--- config.mk ---
export PLATFORM = sky130hd
export DESIGN_NAME = three_wheel_rotor_cipher_top
export DESIGN_NICKNAME = d
export VERILOG_FILES = /design/src/design/trc_pkg.sv /design/src/design/trc_rotor_cell.sv /design/src/design/three_wheel_rotor_cipher_top.sv
export SDC_FILE = /design/constraint.sdc
export NUM_CORES = 1
export LEC_CHECK = 0
export BUFFER_PORTS_ARGS = -buffer_cell sky130_fd_sc_hd__clkbuf_2
export CORE_ASPECT_RATIO = 1.1
export CORE_MARGIN = 2
export CORE_UTILIZATION = 30
export CTS_CLUSTER_SIZE = 25
export DETAILED_ROUTE_END_ITERATION = 10
export SLEW_MARGIN = 20
export SYNTH_ARGS = -nofsm -noshare
export SYNTH_HDL_FRONTEND = slang
export SYNTH_SLANG_ARGS = --single-unit
--- constraint.sdc ---
create_clock -name clk -period 16.33 [get_ports clk]
set_input_delay 3.266 -clock clk [delete_from_list [all_inputs] [get_ports clk]]
set_output_delay 3.266 -clock clk [all_outputs]
set_load 0.005 [all_outputs]
--- src/design/trc_pkg.sv ---
package trc_pkg;

  localparam int WHEELS     = 3;
  localparam int WHEEL_SIZE = 26;

  localparam logic [1:0] ACT_LOAD     = 2'd0;
  localparam logic [1:0] ACT_TURN     = 2'd1;
  localparam logic [1:0] ACT_ENCIPHER = 2'd2;
  localparam logic [1:0] ACT_DECIPHER = 2'd3;

  localparam logic [7:0] LOWER_FIRST = 8'd97;
  localparam logic [7:0] LOWER_LAST  = 8'd122;
  localparam logic [7:0] LOWER_BASE  = 8'd96;
  localparam logic [7:0] UPPER_FIRST = 8'd65;
  localparam logic [7:0] UPPER_LAST  = 8'd90;
  localparam logic [7:0] UPPER_BASE  = 8'd64;

  localparam logic [4:0] SIZE_5 = 5'd26;
  localparam logic [4:0] LAST_5 = 5'd25;
  localparam logic [5:0] SIZE_6 = 6'd26;

  typedef struct packed {
    logic [1:0] action;
    logic [1:0] wheel;
    logic [4:0] position;
    logic [4:0] wiring_value;
    logic [4:0] turns;
    logic [7:0] letter_code;
  } trc_in_t;

  typedef struct packed {
    logic [6:0] letter_out;
    logic       invalid_input;
    logic       no_match;
  } trc_out_t;

  // Command broadcast from the sequencer to one rotor cell
  typedef struct packed {
    logic       load;
    logic       turn;
    logic [4:0] pos;
    logic [4:0] val;
    logic [4:0] turns;
  } cell_cmd_t;

  // Letter to 1..26, zero for anything that is not a letter
  function automatic logic [4:0] letter_code_of(input logic [7:0] ch);
    logic [7:0] d;
    begin
      d = 8'd0;
      if (ch >= LOWER_FIRST && ch <= LOWER_LAST) begin
        d = ch - LOWER_BASE;
      end else if (ch >= UPPER_FIRST && ch <= UPPER_LAST) begin
        d = ch - UPPER_BASE;
      end
      return d[4:0];
    end
  endfunction

  // (v + 25) mod 26 for any 5-bit wiring value
  function automatic logic [4:0] wrap_index(input logic [4:0] v);
    logic [4:0] r;
    begin
      if (v == 5'd0) begin
        r = LAST_5;
      end else if (v > SIZE_5) begin
        r = v - 5'd27;
      end else begin
        r = v - 5'd1;
      end
      return r;
    end
  endfunction

endpackage

--- src/design/trc_rotor_cell.sv ---
module trc_rotor_cell (
  input  logic                clk,
  input  logic                rst_n,
  input  trc_pkg::cell_cmd_t  cmd,
  input  logic                step_in,
  output logic                carry_out,
  input  logic [4:0]          rd_pos,
  output logic [4:0]          rd_val
);

  logic [4:0] wiring_r [trc_pkg::WHEEL_SIZE];
  logic [4:0] offset_r, offset_nxt;
  logic [4:0] count_r, count_nxt;
  logic [4:0] turn_red;
  logic [5:0] turn_sum;
  logic [5:0] src_raw;
  logic [4:0] src_idx;

  assign turn_red = (cmd.turns >= trc_pkg::SIZE_5) ? cmd.turns - trc_pkg::SIZE_5 : cmd.turns;
  assign turn_sum = {1'b0, offset_r} + {1'b0, turn_red};

  assign carry_out = step_in && (count_r == trc_pkg::LAST_5);

  always_comb begin
    offset_nxt = offset_r;
    count_nxt  = count_r;
    if (cmd.turn) begin
      offset_nxt = (turn_sum >= trc_pkg::SIZE_6) ? 5'(turn_sum - trc_pkg::SIZE_6)
                                                 : turn_sum[4:0];
    end else if (step_in) begin
      offset_nxt = (offset_r == trc_pkg::LAST_5) ? 5'd0 : offset_r + 5'd1;
      count_nxt  = (count_r == trc_pkg::LAST_5) ? 5'd0 : count_r + 5'd1;
    end
  end

  always_ff @(posedge clk) begin
    if (!rst_n) begin
      offset_r <= 5'd0;
      count_r  <= 5'd0;
    end else begin
      offset_r <= offset_nxt;
      count_r  <= count_nxt;
    end
  end

  always_ff @(posedge clk) begin
    if (cmd.load) begin
      wiring_r[cmd.pos] <= cmd.val;
    end
  end

  // Undo the right rotation: source entry is (pos - offset) mod 26
  assign src_raw = {1'b0, rd_pos} + trc_pkg::SIZE_6 - {1'b0, offset_r};
  assign src_idx = (src_raw >= trc_pkg::SIZE_6) ? 5'(src_raw - trc_pkg::SIZE_6)
                                                : src_raw[4:0];
  assign rd_val  = wiring_r[src_idx];

endmodule

--- src/design/three_wheel_rotor_cipher_top.sv ---
// Encipher: one lookup per rotor cell in ST_FWD, first wheel to last, then ST_DONE.
// Decipher: a search from the last wheel back to the first, one wiring entry per cycle,
// ending early with no_match; a non-letter goes straight to ST_DONE with invalid_input.
// Load and turn words are taken in ST_IDLE and produce no result. A new word is taken
// only in ST_IDLE, once the last result has left ST_DONE, which a stalled output delays.
// Synchronous active-low reset clears offsets, step counts and control; wiring is not cleared.
module three_wheel_rotor_cipher_top (
  input  logic              clk,
  input  logic              rst_n,
  input  logic              in_valid,
  output logic              in_stall,
  input  trc_pkg::trc_in_t  in_data,
  output logic              out_valid,
  input  logic              out_stall,
  output trc_pkg::trc_out_t out_data
);

  typedef enum logic [3:0] {
    ST_IDLE   = 4'b0001,
    ST_FWD    = 4'b0010,
    ST_SEARCH = 4'b0100,
    ST_DONE   = 4'b1000
  } state_t;

  state_t             state_r, state_nxt;
  logic [1:0]         widx_r, widx_nxt;
  logic [4:0]         pos_r, pos_nxt;
  logic [4:0]         val_r, val_nxt;
  logic [4:0]         hit_r, hit_nxt;
  trc_pkg::trc_out_t  res_r, res_nxt;
  trc_pkg::trc_out_t  out_r, out_nxt;
  logic               out_valid_r, out_valid_nxt;

  logic               accept;
  logic               cipher_acc;
  logic [4:0]         code;
  logic [4:0]         rd_pos;
  logic [4:0]         entry;
  logic [4:0]         final_hit;
  logic [4:0]         cell_val [trc_pkg::WHEELS];
  logic [trc_pkg::WHEELS:0] carry;
  trc_pkg::cell_cmd_t cmd [trc_pkg::WHEELS];

  assign in_stall   = (state_r != ST_IDLE);
  assign accept     = in_valid && !in_stall;
  assign cipher_acc = accept && (in_data.action == trc_pkg::ACT_ENCIPHER ||
                                 in_data.action == trc_pkg::ACT_DECIPHER);
  assign code       = trc_pkg::letter_code_of(in_data.letter_code);

  assign carry[0] = cipher_acc;

  for (genvar i = 0; i < trc_pkg::WHEELS; i++) begin : g_cell
    always_comb begin
      cmd[i].load  = accept && (in_data.action == trc_pkg::ACT_LOAD) &&
                     (in_data.wheel == 2'(i)) && (in_data.position < trc_pkg::SIZE_5);
      cmd[i].turn  = accept && (in_data.action == trc_pkg::ACT_TURN) &&
                     (in_data.wheel == 2'(i));
      cmd[i].pos   = in_data.position;
      cmd[i].val   = in_data.wiring_value;
      cmd[i].turns = in_data.turns;
    end

    trc_rotor_cell u_cell (
      .clk       (clk),
      .rst_n     (rst_n),
      .cmd       (cmd[i]),
      .step_in   (carry[i]),
      .carry_out (carry[i+1]),
      .rd_pos    (rd_pos),
      .rd_val    (cell_val[i])
    );
  end

  // Forward lookups index by the previous value, the search by the scan position
  assign rd_pos    = (state_r == ST_SEARCH) ? pos_r : trc_pkg::wrap_index(val_r);
  assign entry     = cell_val[widx_r];
  assign final_hit = (entry == val_r) ? trc_pkg::SIZE_5 : hit_r;

  always_comb begin
    state_nxt     = state_r;
    widx_nxt      = widx_r;
    pos_nxt       = pos_r;
    val_nxt       = val_r;
    hit_nxt       = hit_r;
    res_nxt       = res_r;
    out_nxt       = out_r;
    out_valid_nxt = out_valid_r && out_stall;

    unique case (state_r)
      ST_IDLE: begin
        if (cipher_acc) begin
          val_nxt = code;
          pos_nxt = 5'd0;
          hit_nxt = 5'd0;
          res_nxt = '0;
          if (code == 5'd0) begin
            res_nxt.invalid_input = 1'b1;
            state_nxt = ST_DONE;
          end else if (in_data.action == trc_pkg::ACT_ENCIPHER) begin
            widx_nxt  = 2'd0;
            state_nxt = ST_FWD;
          end else begin
            widx_nxt  = 2'(trc_pkg::WHEELS - 1);
            state_nxt = ST_SEARCH;
          end
        end
      end
      ST_FWD: begin
        val_nxt = entry;
        if (widx_r == 2'(trc_pkg::WHEELS - 1)) begin
          res_nxt.letter_out = trc_pkg::UPPER_FIRST[6:0] +
                               {2'b00, trc_pkg::wrap_index(entry)};
          state_nxt = ST_DONE;
        end else begin
          widx_nxt = widx_r + 2'd1;
        end
      end
      ST_SEARCH: begin
        // keep the last matching position, 1-based
        if (entry == val_r) begin
          hit_nxt = pos_r + 5'd1;
        end
        if (pos_r == trc_pkg::LAST_5) begin
          pos_nxt = 5'd0;
          hit_nxt = 5'd0;
          if (final_hit == 5'd0) begin
            res_nxt.no_match = 1'b1;
            state_nxt = ST_DONE;
          end else if (widx_r == 2'd0) begin
            res_nxt.letter_out = trc_pkg::UPPER_BASE[6:0] + {2'b00, final_hit};
            state_nxt = ST_DONE;
          end else begin
            val_nxt  = final_hit;
            widx_nxt = widx_r - 2'd1;
          end
        end else begin
          pos_nxt = pos_r + 5'd1;
        end
      end
      ST_DONE: begin
        // hand over once the output register is free or being drained
        if (!out_valid_r || !out_stall) begin
          out_nxt       = res_r;
          out_valid_nxt = 1'b1;
          state_nxt     = ST_IDLE;
        end
      end
      default: state_nxt = ST_IDLE;
    endcase
  end

  always_ff @(posedge clk) begin
    if (!rst_n) begin
      state_r     <= ST_IDLE;
      out_valid_r <= 1'b0;
    end else begin
      state_r     <= state_nxt;
      out_valid_r <= out_valid_nxt;
    end
  end

  always_ff @(posedge clk) begin
    widx_r <= widx_nxt;
    pos_r  <= pos_nxt;
    val_r  <= val_nxt;
    hit_r  <= hit_nxt;
    res_r  <= res_nxt;
    out_r  <= out_nxt;
  end

  assign out_valid = out_valid_r;
  assign out_data  = out_r;

endmodule
==> flow_summary.ini <==
[detailed_routing]
drtIter0Drc = 2029
wire_per_inst_um = 21.55
drt_first_pass_iters = 6
drtAntennaViolNets = 0
wl_met3_um = 3997
drc = 0
met1_length_um = 27560
totalWireLength_um = 63750
top_layer = met5
routed_via_density = 5.457
vias = 16140
wl_met2_um = 29780

[setup_path]
crit_family = compound AO/OA/AOI/OAI gates
crit_fanout = 49
worstPathRequired_ns = 16.68
critPathLaunchType = flop
r2r_slack_ns = 6.13
crit_buf_inv = 4
crit_arrival_ns = 10.55
worst-setup-path-type = reg2reg
reg2reg_depth = 30
endpoint_kind = flop
critPathMaxStageDelay_ns = 0.76
r2r_end = res_r[6]$_DFFE_PP_
critPathSlowestCell = o311ai_0
r2r-start = val_r[0]$_DFFE_PP_

[grt]
grt_pass1_wl_um = 97410
overflow = 0
grt_pass1_vias = 15570
antenna_found_initial = 2
grt_max_degree = 79
track_usage_pct = 15.70

[synth]
synthesis.area_sq_um = 23240
synthArstFlopShare_pct = 0
synthDistinctLibCells = 101
synth_top_area_share_pct = 54.91
ys_ff_latch = 455
syn-instance-count = 1852
ys.flop_type = edfxtp_1
synth_fp_nets = 1946
synth-edff-count = 425
synth_area_leaders = edfxtp_1 (55%), mux4_2 (5.1%), nor2_1 (3.0%), ha_1 (3.0%), dfxtp_1 (2.6%)
yosysSeqAreaShare_pct = 57.49
yosysWarnings = 0
syn-mean-instance-area_sq_um = 12.55
yosys.area.top_type = edfxtp_1

[status]
status = finished clean

[floorplan]
die_height_um = 295.9
start_util_pct = 30.14
rows = 107
core_sq_um = 77110
dieArea_sq_um = 79720
die_x_um = 269.4
boundaryPins = 42

[cts]
cts.reportedPaths.clkPinSlew_ns = 0.06
clk_latency_ns = 0.61
numCtsBuffers = 49
postCtsHoldBufs = 0
cts.repair.resized = 0
cts-root-buf = clkbuf_16
cts_setup_buffers = 0
cts_tree = built
h-tree-depth = 2
cts_sinks = 455
clockBufferDepth = 3

[sta]
fin_crit_ns = 10.20
hold_viol_final = 0
rsz0062_at_grt = no
setup_viol = 0
final_max_slew_viol_count = 0
fin_crit_sh_pct = 62.43
clock.fmax_mhz = 98.08
fin_skew_ns = 0.03370
worst_slew_pin_slew_ns = 1.120
slew_headroom_pct = 25.30
tns_ns = 0

[hold_path]
hold_path.class = reg2reg
min_to = out_data[1]$_DFFE_PP_
min_from = res_r[1]$_DFFE_PP_
whs_path_depth = 0

[place]
gp_congestion = 0.9075
dp_hpwl_um = 43700
portBuffers = 40

[finish]
area_growth_pct = 12.59
layout-drive-gt1-share_pct = 13.68
ff_latch_area_sq_um = 13360
fin_nets = 1980
antennaDiodeCount = 0
fillers = 7543
fin_util_pct = 33.93
multi_input_area_sq_um = 9298

[flow_run]
max_cap_violations = 0
## through the flow
step / cells / hold slack, ns / setup slack [ns] / cell area [sq um]
after global routing: 2958 / 0.4332 / 5.581 / 26170
after global placement: 2869 / 0.4073 / 6.240 / 24600
final: 2958 / 0.4196 / 6.134 / 26170
after detailed placement: 2870 / 0.4054 / 6.174 / 24610
after floorplan: 1852 / 0.4003 / 8.456 / 23240
after CTS: 2958 / 0.4195 / 6.156 / 26170
## synth_stat cells, drive strengths merged, types with 41 or more instances
master,n
inv,54
nor2,187
o21ai,69
a21oi,80
nand3,41
mux2i,48
nand2,143
edfxtp,425
ha,55
nor3,54
mux4,53
clkbuf,55
## sequential cells by signal (all words and copies together), names as in the netlist
signal / cells
g_cell.u_cell.count_r: 10
widx_r: 2
hit_r: 5
g_cell.u_cell.wiring_r: 390
g_cell.u_cell.offset_r: 15
pos_r: 5
out_data: 9
val_r: 5
res_r: 9
out_valid: 1
state_r: 4
## layer usage
| layer | vias up | global-route usage, % |
|---|---|---|
| li1 | 7315 | - |
| met1 | 8065 | 21.21 |
| met2 | 638 | 25.54 |
| met3 | 121 | 2.510 |
| met4 | 4 | 5.786 |
| met5 | - | 0 |
## worst max-delay path by stage
| stage | from | end | cells after the start |
|---|---|---|---|
| 6_report | val_r[0]$_DFFE_PP_ | res_r[6]$_DFFE_PP_ | 30 |
| 5_1_grt | val_r[0]$_DFFE_PP_ | res_r[5]$_DFFE_PP_ | 29 |
| 3_5_place_dp | val_r[0]$_DFFE_PP_ | res_r[6]$_DFFE_PP_ | 30 |
| 2_1_floorplan | val_r[0]$_DFFE_PP_ | res_r[6]$_DFFE_PP_ | 29 |
| 4_1_cts | val_r[0]$_DFFE_PP_ | res_r[6]$_DFFE_PP_ | 30 |
| 3_3_place_gp | val_r[0]$_DFFE_PP_ | res_r[6]$_DFFE_PP_ | 30 |
## cells by family after synthesis
logic type | after synthesis | share of synthesized area, %
compound gates | 445 | 14.12
xor+xnor | 56 | 2.110
fa+ha+maj | 63 | 3.650
buf+inv | 146 | 2.670
flops | 455 | 57.49
mux | 121 | 8.172
simple gates | 566 | 11.78
## cells in the final DEF, fill, tap and decap left out, drive strengths merged, types with 9 or more instances in the layout
master	n
a21o	22
nand2	143
mux2	20
or3	9
clkinv	23
nor2b	18
o21a	16
xor2	23
o22ai	9
nor3	54
a221oi	23
o211a	10
edfxtp	425
o211ai	15
nand4	28
mux2i	48
nand3	41
a21oi	80
o221ai	9
buf	32
and3	16
mux4	53
dfxtp	30
inv	57
o31ai	15
and2	9
a211oi	28
ha	55
a21boi	10
a31oi	31
nor2	187
nand2b	10
a22oi	10
o21ai	69
or4	10
clkbuf	99
xnor2	33
a2111oi	15
## layout make-up
type | count | share of cell area (%)
inverter | 57 | 0.8176
clock inverter | 29 | 1.052
multi-input combinational | 1251 | 35.53
tap | 1035 | 4.949
sequential | 455 | 51.07
clock buffer | 59 | 4.911
timing repair buffer | 72 | 1.674
Power is left out: the tool's default activity adds up to more than one toggle a clock period on the data nets, which glitch-free logic cannot reach.
